<file path="src/rtl/clu_pkg.sv">
// Shared widths, codes and types of the clipmap level update block.
package clu_pkg;

    // Field widths
    localparam int CAM_W      = 24;
    localparam int OFF_W      = 25;
    localparam int CLIP_W     = 13;
    localparam int BASE_W     = 15;
    localparam int LVL_W      = 4;
    localparam int DST_W      = 24;
    localparam int SH_W       = 5;
    // Box numerator: twice the offset, minus clip_size << level, plus base_size
    localparam int NUM_W      = 30;

    // Stream and configuration widths
    localparam int IN_TDATA_W  = 56;
    localparam int OUT_TDATA_W = 168;
    localparam int CFG_IDX_W   = 1;
    localparam int CFG_DATA_W  = 15;

    // Configuration register indexes
    localparam logic [CFG_IDX_W-1:0] CFG_CLIP_SIZE = 1'b0;
    localparam logic [CFG_IDX_W-1:0] CFG_BASE_SIZE = 1'b1;

    // Reset values and defaults
    localparam logic [CLIP_W-1:0] CLIP_SIZE_RST = 13'd256;
    localparam logic [BASE_W-1:0] BASE_SIZE_RST = 15'd4096;
    localparam int LEVELS_DEF = 8;

    // Commands from the sequencer to the datapath
    typedef struct packed {
        logic             load;
        logic             calc;
        logic             fin;
        logic [LVL_W-1:0] level;
        logic             last;
    } t_cmd;

endpackage

</file>
<file path="src/rtl/clu_ctrl.sv">
// Sequencer: walks the clip levels of one camera update and tracks the output slot.
module clu_ctrl #(
    parameter int LEVELS = clu_pkg::LEVELS_DEF
) (
    input  logic          i_clk,
    input  logic          i_rst_n,
    input  logic          i_in_valid,
    output logic          o_in_ready,
    input  logic          i_out_ready,
    output logic          o_out_valid,
    output clu_pkg::t_cmd o_cmd
);
    import clu_pkg::*;

    localparam int IDX_W = (LEVELS - 1 > 1) ? $clog2(LEVELS - 1) : 1;

    localparam logic [1:0] ST_IDLE = 2'd0;
    localparam logic [1:0] ST_CALC = 2'd1;
    localparam logic [1:0] ST_FIN  = 2'd2;

    logic [1:0]       r_state, n_state;
    logic [IDX_W-1:0] r_cnt, n_cnt;
    logic             r_out_full, n_out_full;
    logic             w_slot_free;
    t_cmd             w_cmd;

    // Next state and commands
    always_comb begin
        n_state     = r_state;
        n_cnt       = r_cnt;
        w_cmd       = '0;
        w_cmd.level = LVL_W'(r_cnt);
        w_cmd.last  = (r_cnt == IDX_W'(LEVELS - 2));
        w_slot_free = !r_out_full || i_out_ready;
        case (r_state)
            ST_IDLE: begin
                if (i_in_valid) begin
                    w_cmd.load = 1'b1;
                    n_cnt      = '0;
                    n_state    = ST_CALC;
                end
            end
            ST_CALC: begin
                w_cmd.calc = 1'b1;
                n_state    = ST_FIN;
            end
            ST_FIN: begin
                if (w_slot_free) begin
                    w_cmd.fin = 1'b1;
                    if (w_cmd.last) begin
                        n_state = ST_IDLE;
                    end else begin
                        n_cnt   = r_cnt + IDX_W'(1);
                        n_state = ST_CALC;
                    end
                end
            end
            default: begin
                n_state = ST_IDLE;
            end
        endcase
        n_out_full = w_cmd.fin | (r_out_full & ~i_out_ready);
    end

    // Hold state, level count and output slot
    always_ff @(posedge i_clk) begin
        if (!i_rst_n) begin
            r_state    <= ST_IDLE;
            r_cnt      <= '0;
            r_out_full <= 1'b0;
        end else begin
            r_state    <= n_state;
            r_cnt      <= n_cnt;
            r_out_full <= n_out_full;
        end
    end

    assign o_in_ready  = (r_state == ST_IDLE);
    assign o_out_valid = r_out_full;
    assign o_cmd       = w_cmd;

endmodule

</file>
<file path="src/rtl/clu_datapath.sv">
// Datapath: camera registers, trim bits, per-level snap and source box arithmetic.
module clu_datapath #(
    parameter int LEVELS = clu_pkg::LEVELS_DEF
) (
    input  logic                             i_clk,
    input  logic                             i_rst_n,
    input  clu_pkg::t_cmd                    i_cmd,
    input  logic [clu_pkg::CAM_W-1:0]        i_cam_x,
    input  logic [clu_pkg::CAM_W-1:0]        i_cam_z,
    input  logic                             i_force,
    input  logic                             i_cfg_we,
    input  logic [clu_pkg::CFG_IDX_W-1:0]    i_cfg_index,
    input  logic [clu_pkg::CFG_DATA_W-1:0]   i_cfg_data,
    output logic [clu_pkg::OUT_TDATA_W-1:0]  o_data,
    output logic                             o_last
);
    import clu_pkg::*;

    localparam int DEPTH = LEVELS - 1;
    localparam int IDX_W = (DEPTH > 1) ? $clog2(DEPTH) : 1;

    typedef struct packed {
        logic [BASE_W-1:0] lo;
        logic [BASE_W-1:0] hi;
        logic [DST_W-1:0]  dst;
    } t_box;

    // Clamp a numerator to [0, 2 * base_size]
    function automatic logic [BASE_W:0] f_clamp(input logic [NUM_W-1:0] num,
                                                input logic [BASE_W:0]  s2);
        logic [BASE_W:0] res;
        if (num[NUM_W-1]) begin
            res = '0;
        end else if (num > NUM_W'(s2)) begin
            res = s2;
        end else begin
            res = num[BASE_W:0];
        end
        return res;
    endfunction

    // Clamp and truncate both box edges; give the destination for a negative start
    function automatic t_box f_box(input logic [NUM_W-1:0] num,
                                   input logic [NUM_W-1:0] top,
                                   input logic [BASE_W:0]  s2,
                                   input logic [SH_W-1:0]  sh);
        logic [BASE_W:0]  lo_c;
        logic [BASE_W:0]  hi_c;
        logic [NUM_W-1:0] neg;
        logic [NUM_W-1:0] q;
        t_box             b;
        lo_c  = f_clamp(num, s2);
        hi_c  = f_clamp(top, s2);
        neg   = (NUM_W'(1) << sh) - num;
        q     = neg >> sh;
        b.lo  = BASE_W'(lo_c >> sh);
        b.hi  = BASE_W'(hi_c >> sh);
        b.dst = '0;
        if (num[NUM_W-1]) begin
            b.dst = (|q[NUM_W-1:DST_W]) ? {DST_W{1'b1}} : q[DST_W-1:0];
        end
        return b;
    endfunction

    logic [CAM_W-1:0]  r_cam_x, r_cam_z;
    logic              r_force;
    logic [CLIP_W-1:0] r_clip;
    logic [BASE_W-1:0] r_base;
    logic              r_trim_x [DEPTH];
    logic              r_trim_z [DEPTH];

    logic [NUM_W-1:0]  r_num_x, r_hi_x, r_num_z, r_hi_z;
    logic [OFF_W-1:0]  r_ox, r_oz;
    logic              r_tx, r_tz, r_copy;

    logic [OUT_TDATA_W-1:0] r_out_data;
    logic                   r_out_last;

    logic [IDX_W-1:0]  w_idx;
    logic [SH_W-1:0]   w_sh;
    logic [CAM_W-1:0]  w_mask, w_cx_snap, w_cz_snap;
    logic [OFF_W-1:0]  w_g2, w_ox, w_oz, w_oz_d;
    logic [NUM_W-1:0]  w_2ox, w_2oz, w_ngi, w_base;
    logic              w_tx, w_tz, w_copy;
    t_box              w_bx, w_bz;

    // Snap the centre and form the box numerators of the current level
    always_comb begin
        w_idx     = i_cmd.level[IDX_W-1:0];
        w_sh      = SH_W'(i_cmd.level) + SH_W'(1);
        w_mask    = {CAM_W{1'b1}} << w_sh;
        w_cx_snap = r_cam_x & w_mask;
        w_cz_snap = r_cam_z & w_mask;
        w_g2      = OFF_W'(1) << w_sh;
        w_ox      = {w_cx_snap[CAM_W-1], w_cx_snap} + w_g2;
        w_oz      = {w_cz_snap[CAM_W-1], w_cz_snap} + w_g2;
        w_oz_d    = w_oz - ((i_cmd.level != '0) ? OFF_W'(1) : '0);
        w_2ox     = {{(NUM_W - OFF_W - 1){w_ox[OFF_W-1]}}, w_ox, 1'b0};
        w_2oz     = {{(NUM_W - OFF_W - 1){w_oz_d[OFF_W-1]}}, w_oz_d, 1'b0};
        w_ngi     = NUM_W'(r_clip) << i_cmd.level;
        w_base    = NUM_W'(r_base);
        // Trim side set when bit 'level' of the camera coordinate is clear
        w_tx      = ~|(r_cam_x & (CAM_W'(1) << i_cmd.level));
        w_tz      = ~|(r_cam_z & (CAM_W'(1) << i_cmd.level));
        w_copy    = r_force | (w_tx != r_trim_x[w_idx]) | (w_tz != r_trim_z[w_idx]);
    end

    // Finish the box of the registered level
    always_comb begin
        w_bx = f_box(r_num_x, r_hi_x, {r_base, 1'b0}, w_sh);
        w_bz = f_box(r_num_z, r_hi_z, {r_base, 1'b0}, w_sh);
        if (!r_copy) begin
            w_bx = '0;
            w_bz = '0;
        end
    end

    // Configuration registers
    always_ff @(posedge i_clk) begin
        if (!i_rst_n) begin
            r_clip <= CLIP_SIZE_RST;
            r_base <= BASE_SIZE_RST;
        end else if (i_cfg_we) begin
            case (i_cfg_index)
                CFG_CLIP_SIZE: r_clip <= i_cfg_data[CLIP_W-1:0];
                CFG_BASE_SIZE: r_base <= i_cfg_data[BASE_W-1:0];
                default: begin
                end
            endcase
        end
    end

    // Trim bits, one pair per level
    always_ff @(posedge i_clk) begin
        if (!i_rst_n) begin
            for (int k = 0; k < DEPTH; k++) begin
                r_trim_x[k] <= 1'b0;
                r_trim_z[k] <= 1'b0;
            end
        end else if (i_cmd.calc) begin
            r_trim_x[w_idx] <= w_tx;
            r_trim_z[w_idx] <= w_tz;
        end
    end

    // Capture the camera item, the level intermediates and the result
    always_ff @(posedge i_clk) begin
        if (i_cmd.load) begin
            r_cam_x <= i_cam_x;
            r_cam_z <= i_cam_z;
            r_force <= i_force;
        end
        if (i_cmd.calc) begin
            r_ox    <= w_ox;
            r_oz    <= w_oz;
            r_tx    <= w_tx;
            r_tz    <= w_tz;
            r_copy  <= w_copy;
            r_num_x <= w_2ox + w_base - w_ngi;
            r_hi_x  <= w_2ox + w_base + w_ngi;
            r_num_z <= w_2oz + w_base - w_ngi;
            r_hi_z  <= w_2oz + w_base + w_ngi;
        end
        if (i_cmd.fin) begin
            r_out_data <= OUT_TDATA_W'({w_bz.dst, w_bx.dst, w_bz.hi, w_bz.lo,
                                        w_bx.hi, w_bx.lo, r_copy, r_tz, r_tx,
                                        r_oz, r_ox, i_cmd.level});
            r_out_last <= i_cmd.last;
        end
    end

    assign o_data = r_out_data;
    assign o_last = r_out_last;

endmodule

</file>
<file path="src/rtl/clipmap_level_update_core.sv">
// Top level of the clipmap level update block: sequencer, datapath and checks.
//
// Use: one camera item (floored x and z, force flag) enters on the s_axis
// channel; the block returns LEVELS-1 result items on m_axis, level 0 first,
// with tlast on the coarsest level. Each result gives the snapped level
// centre, the trim sides, whether the level must be copied and, for a copy,
// the clamped source box in the base mip level and the destination corner.
// The cfg channel writes clip_size (index 0) and base_size (index 1); it is
// always ready; the user must write it only while no update is in flight,
// as the block itself does not enforce this. For each level the shared box
// datapath forms the numerators and then clamps and truncates the box, and
// the sequencer works through the levels one at a time.
// A single output register parts the two sides: the next level is worked
// out while a result waits, and the sequencer holds when the slot stays
// full. A new camera item is taken as soon as the last level has been
// handed to the output register.
// Reset clears the trim bits, the sequencer and the output slot and loads
// clip_size 256 and base_size 4096.
module clipmap_level_update_core #(
    parameter int LEVELS = clu_pkg::LEVELS_DEF
) (
    input  logic                             i_clk,
    input  logic                             i_rst_n,
    // Camera items
    input  logic                             s_axis_tvalid,
    output logic                             s_axis_tready,
    // cam_x [23:0], cam_z [47:24], force_refresh [48], zero [55:49]
    input  logic [clu_pkg::IN_TDATA_W-1:0]   s_axis_tdata,
    // Level results
    output logic                             m_axis_tvalid,
    input  logic                             m_axis_tready,
    // level [3:0], offset_x [28:4], offset_z [53:29], trim_sides [55:54],
    // copy_needed [56], src_left [71:57], src_right [86:72],
    // src_top [101:87], src_bottom [116:102], dst_x [140:117],
    // dst_y [164:141], zero [167:165]
    output logic [clu_pkg::OUT_TDATA_W-1:0]  m_axis_tdata,
    output logic                             m_axis_tlast,
    // Configuration writes
    input  logic                             i_cfg_valid,
    output logic                             o_cfg_ready,
    input  logic [clu_pkg::CFG_IDX_W-1:0]    i_cfg_index,
    input  logic [clu_pkg::CFG_DATA_W-1:0]   i_cfg_data
);
    import clu_pkg::*;

    t_cmd w_cmd;

    assign o_cfg_ready = 1'b1;

    // Sequence the levels
    clu_ctrl #(
        .LEVELS(LEVELS)
    ) u_ctrl (
        .i_clk       (i_clk),
        .i_rst_n     (i_rst_n),
        .i_in_valid  (s_axis_tvalid),
        .o_in_ready  (s_axis_tready),
        .i_out_ready (m_axis_tready),
        .o_out_valid (m_axis_tvalid),
        .o_cmd       (w_cmd)
    );

    // Compute each level
    clu_datapath #(
        .LEVELS(LEVELS)
    ) u_datapath (
        .i_clk       (i_clk),
        .i_rst_n     (i_rst_n),
        .i_cmd       (w_cmd),
        .i_cam_x     (s_axis_tdata[CAM_W-1:0]),
        .i_cam_z     (s_axis_tdata[2*CAM_W-1:CAM_W]),
        .i_force     (s_axis_tdata[2*CAM_W]),
        .i_cfg_we    (i_cfg_valid & o_cfg_ready),
        .i_cfg_index (i_cfg_index),
        .i_cfg_data  (i_cfg_data),
        .o_data      (m_axis_tdata),
        .o_last      (m_axis_tlast)
    );

    // An accepted camera item closes the input until its levels are done
    a_in_closes: assert property (@(posedge i_clk) disable iff (!i_rst_n)
        (s_axis_tvalid && s_axis_tready) |=> !s_axis_tready)
        else $error("input still open after a camera item was taken");

    // The final result carries the coarsest level
    a_last_level: assert property (@(posedge i_clk) disable iff (!i_rst_n)
        (m_axis_tvalid && m_axis_tlast) |->
        (m_axis_tdata[LVL_W-1:0] == LVL_W'(LEVELS - 2)))
        else $error("tlast on a level other than the coarsest");

    // A level without a copy gives an empty box and no destination
    a_no_copy_zero: assert property (@(posedge i_clk) disable iff (!i_rst_n)
        (m_axis_tvalid && !m_axis_tdata[56]) |-> (m_axis_tdata[164:57] == '0))
        else $error("box fields set on a level without a copy");

endmodule

</file>
<file path="config.mk">
export PLATFORM = sky130hd
export DESIGN_NAME = clipmap_level_update_core
export DESIGN_NICKNAME = d
export VERILOG_FILES = /design/src/rtl/clu_pkg.sv /design/src/rtl/clu_ctrl.sv /design/src/rtl/clu_datapath.sv /design/src/rtl/clipmap_level_update_core.sv
export SDC_FILE = /design/constraint.sdc
export NUM_CORES = 1
export LEC_CHECK = 0
export BUFFER_PORTS_ARGS = -buffer_cell sky130_fd_sc_hd__buf_2
export CORE_ASPECT_RATIO = 0.7
export CORE_MARGIN = 4
export CORE_UTILIZATION = 45
export DETAILED_ROUTE_END_ITERATION = 6
export GPL_TIMING_DRIVEN = 0
export PLACE_DENSITY = 0.71
export SYNTH_ARGS = -nofsm -noshare
export SYNTH_HDL_FRONTEND = slang
export SYNTH_SLANG_ARGS = --single-unit
</file>
<file path="constraint.sdc">
create_clock -name i_clk -period 12.7 [get_ports i_clk]
set_input_delay 1.27 -clock i_clk [delete_from_list [all_inputs] [get_ports i_clk]]
set_output_delay 1.27 -clock i_clk [all_outputs]
set_load 0.01 [all_outputs]
</file>
==> implementation parameters <==
Parameter                              Value

Run status
  Violations in the final reports    DRC
  Status    finished, violations left

Clock network
  Cts bufs inserted    45
  Clk pin slew, worst setup/hold paths    70 ps
  # H-tree levels    2
  Number of hold buffers added after CTS    0
  Clock tree from TritonCTS    built
  Clock Path Buffers    3
  Clock latency of the later-clocked register in the worst-skew pair    630 ps
  Count of clock tree sinks    437
  Resized cells post-CTS    0
  Post-CTS setup repair buffer count    0
  Root buf cell    sky130_fd_sc_hd__clkbuf_16

Synth
  Number of cells produced by synthesis    3189
  Largest area contributor in the synthesized netlist    sky130_fd_sc_hd__edfxtp_1
  Yosys top cell area share    0.367
  Top post-synthesis cells by count    sky130_fd_sc_hd__edfxtp_1 (388), sky130_fd_sc_hd__nand2_1 (254), sky130_fd_sc_hd__ha_1 (237)
  Mean post-synth cell area    9.95 sq um
  Netlist Area Pre-Place    0.0317 sq mm
  Number of enable flip-flop cells after synthesis    388
  Register bit count reported by yosys    437
  Synth Warn #    0
  Share of the yosys chip area belonging to registers    0.398
  Ranking of synthesized cells by area    sky130_fd_sc_hd__edfxtp_1 (37%), sky130_fd_sc_hd__ha_1 (9.3%), sky130_fd_sc_hd__xnor2_1 (4.4%)
  Cell variety after synth    104
  Share of async-settable or async-resettable flops after synthesis    0
  Most frequently used flop master after synthesis    sky130_fd_sc_hd__edfxtp_1
  Most numerous cell in the Yosys netlist    sky130_fd_sc_hd__edfxtp_1

Worst setup path
  Arrival time at the worst endpoint    12380 ps
  Worst-case register-to-register setup slack    670 ps
  Cell repeated most along the worst path    sky130_fd_sc_hd__clkbuf_1
  Kind of critical path    flip-flop to flip-flop
  Data required time at the worst endpoint    13040 ps
  Largest stage delay, worst path    890 ps
  Startpoint type of the worst setup path    flip-flop
  Slowest-stage cell, CP    sky130_fd_sc_hd__buf_1
  Crit path capture type    flip-flop
  Crit-path max FO    12

Cells and area
  Number of standard cells in the layout, taps in and fillers out    4432
  Number of nets in the layout    3806
  Final-layout fill cell count    6387
  Fraction of final layout cells sized beyond drive strength 1    0.126
  Final Core Density    0.511
  Area overhead of the layout relative to synthesis    12.4%

Timing
  Final Hold Viols    0
  Final min period    12030 ps
  Sum Neg Setup Slack    0 ps
  Fmax achieved    0.0831 GHz
  Final setup skew    43.5 ps
  Headroom to the max-slew limit    0.0594
  Fin crit share    0.947
  Tightest hold margin    408 ps
  Max-slew violation total from the final report    0
  Actual slew at the worst max-slew pin    1410 ps
  Setup repair after global routing missed its margin    no
  Number of failing setup endpoints in the final timing report    0

Power
  Total Power    0.00423 W
  P per Cell Area    119 mW/mm^2
  Peak VDD IR    89.8 uV
  Leakage Power    14.4 nW

Floorplanning
  Die Height    230 microns
  Floorplan die area    0.0749 sq mm
  Number of core rows    81
  Core Footprint    0.0698 sq mm
  Effective utilization at floorplan    0.455
  Horiz. Die Dim    325 microns
  IO Count    249

Placed design
  Placer Congestion    1.08
  Number of buffers inserted by port buffering    235
  Total instance count after detailed placement    4348
  Half-perimeter wire length after detailed placement    92.6 mm

Route
  Total detailed-routing wirelength    116 mm
  # DRC    5
  Number of routed nets with antenna violations    0
  First-iteration detailed-routing DRC count    3843
  WL per Instance    26.2 microns
  Routed vias    27.7k
  Via density    6.24
  Detailed Routing Iterations Pass 1    7

Flow run
  # Max-Cap Violations    0

Global routing
  Global-route wire length before repair    168 mm
  Maximum number of pins on one net before global-route repair    127
  GR Overflow Total    0
  GRT Resource Usage Total    0.299
  Via count of the first global-routing pass    25.5k
  Number of antenna violations at the first check in global routing    3

Min path
  Class of the tightest hold or removal check    flip-flop to flip-flop
==> layout by cell type, fill, tap and decap left out, types with 23 or more instances in the layout <==
cell	instances
sky130_fd_sc_hd__and2_1	39
sky130_fd_sc_hd__nand3_1	64
sky130_fd_sc_hd__nor2_1	224
sky130_fd_sc_hd__o21bai_1	25
sky130_fd_sc_hd__xnor2_1	158
sky130_fd_sc_hd__ha_1	237
sky130_fd_sc_hd__buf_2	245
sky130_fd_sc_hd__or3_1	28
sky130_fd_sc_hd__nand4_1	25
sky130_fd_sc_hd__nand2b_1	59
sky130_fd_sc_hd__nor2b_1	46
sky130_fd_sc_hd__a22oi_1	28
sky130_fd_sc_hd__a21o_1	55
sky130_fd_sc_hd__a21oi_1	219
sky130_fd_sc_hd__dfxtp_1	49
sky130_fd_sc_hd__mux4_2	34
sky130_fd_sc_hd__mux2_2	25
sky130_fd_sc_hd__a211oi_1	31
sky130_fd_sc_hd__nand2_1	254
sky130_fd_sc_hd__edfxtp_1	388
sky130_fd_sc_hd__inv_1	164
sky130_fd_sc_hd__nor4_1	23
sky130_fd_sc_hd__and3_1	40
sky130_fd_sc_hd__nor3_1	67
sky130_fd_sc_hd__o21ai_0	136
sky130_fd_sc_hd__o21a_1	54
sky130_fd_sc_hd__a21boi_0	45
sky130_fd_sc_hd__a31oi_1	25
sky130_fd_sc_hd__mux2i_1	137
sky130_fd_sc_hd__xor2_1	60
sky130_fd_sc_hd__clkbuf_1	108
sky130_fd_sc_hd__clkbuf_16	47
==> cell families (layout without fill, tap and decap cells) <==
kind of cell / after synthesis / after routing / share of synthesized area
buf+inv: 306 / 632 / 0.0375
compound gates: 840 / 840 / 0.178
xor+xnor: 219 / 219 / 0.0610
simple gates: 940 / 940 / 0.148
fa+ha+maj: 247 / 247 / 0.0997
flops: 437 / 437 / 0.398
mux: 198 / 198 / 0.0773
other cells: 2 / 6 / 0.000237
==> through the flow <==
| step | instance area [sq um] | setup WS [ps] |
|---|---|---|
| 2_1_floorplan | 31700 | 3810 |
| 3_3_place_gp | 34100 | 615 |
| 3_5_place_dp | 34200 | 927 |
| 4_1_cts | 35700 | 881 |
| 5_1_grt | 35700 | 103 |
| 6_report | 35700 | 668 |
==> sequential cells by signal, summed over array words and instances, names as in the netlist, 2 cells and up, named ones only <==
name / cells
u_ctrl.r_cnt: 3
u_ctrl.r_state: 2
u_datapath.o_data: 164
u_datapath.r_base: 15
u_datapath.r_cam_x: 24
u_datapath.r_cam_z: 24
u_datapath.r_clip: 13
u_datapath.r_hi_x: 29
u_datapath.r_hi_z: 30
u_datapath.r_num_x: 29
u_datapath.r_num_z: 29
u_datapath.r_ox: 25
u_datapath.r_oz: 25
u_datapath.r_trim_x: 8
u_datapath.r_trim_z: 8
==> area by class of cell <==
cell class                      count  area (sq um)  area share
Buffer                            138           558      0.0156
Inverter                          168           638      0.0179
Tap cell                          913          1140      0.0320
Timing Repair Buffer              243          1340      0.0374
Clock buffer                       54          1200      0.0337
Sequential cell                   437         12600       0.354
Multi-Input combinational cell   2449         17900       0.503
Antenna cell                        1          2.50   0.0000701
Clock inverter                     29           226     0.00635
==> path summary, 6_finish.rpt <==
check	startpoint	end	cells past startpoint
worst min-delay path	u_datapath.r_ox[14]	u_datapath.o_data[18]	0
worst max-delay path	u_ctrl.r_cnt[0]	u_datapath.r_num_z[24]	34
worst max register to register	u_ctrl.r_cnt[0]	u_datapath.r_num_z[24]	34
worst min register to register	u_datapath.r_ox[14]	u_datapath.o_data[18]	0
==> critical path: cells and delay by family, from the launching register on <==
kind / cells / cell delay [ps]
buf+inv: 9 / 4130
fa+ha+maj: 4 / 1360
mux: 2 / 680
simple gates: 8 / 2200
compound gates: 8 / 2100
xor+xnor: 3 / 850
flops: 1 / 440
==> power by group <==
| part | total [W] | switching (W) | internal (W) |
|---|---|---|---|
| registers | 0.00181 | 0.000114 | 0.00170 |
| logic | 0.00112 | 0.000696 | 0.000420 |
| clock network | 0.00130 | 0.000597 | 0.000706 |
==> layer usage <==
metal  vias to the layer above  global-route usage  wire (microns)
li1                      12473                   -               -
met1                     13154               0.444           51400
met2                      1764               0.408           44600
met3                       259              0.0905           15600
met4                         2               0.104            4390
met5                         -                   0              13
Power figures use the tool's default switching activity.
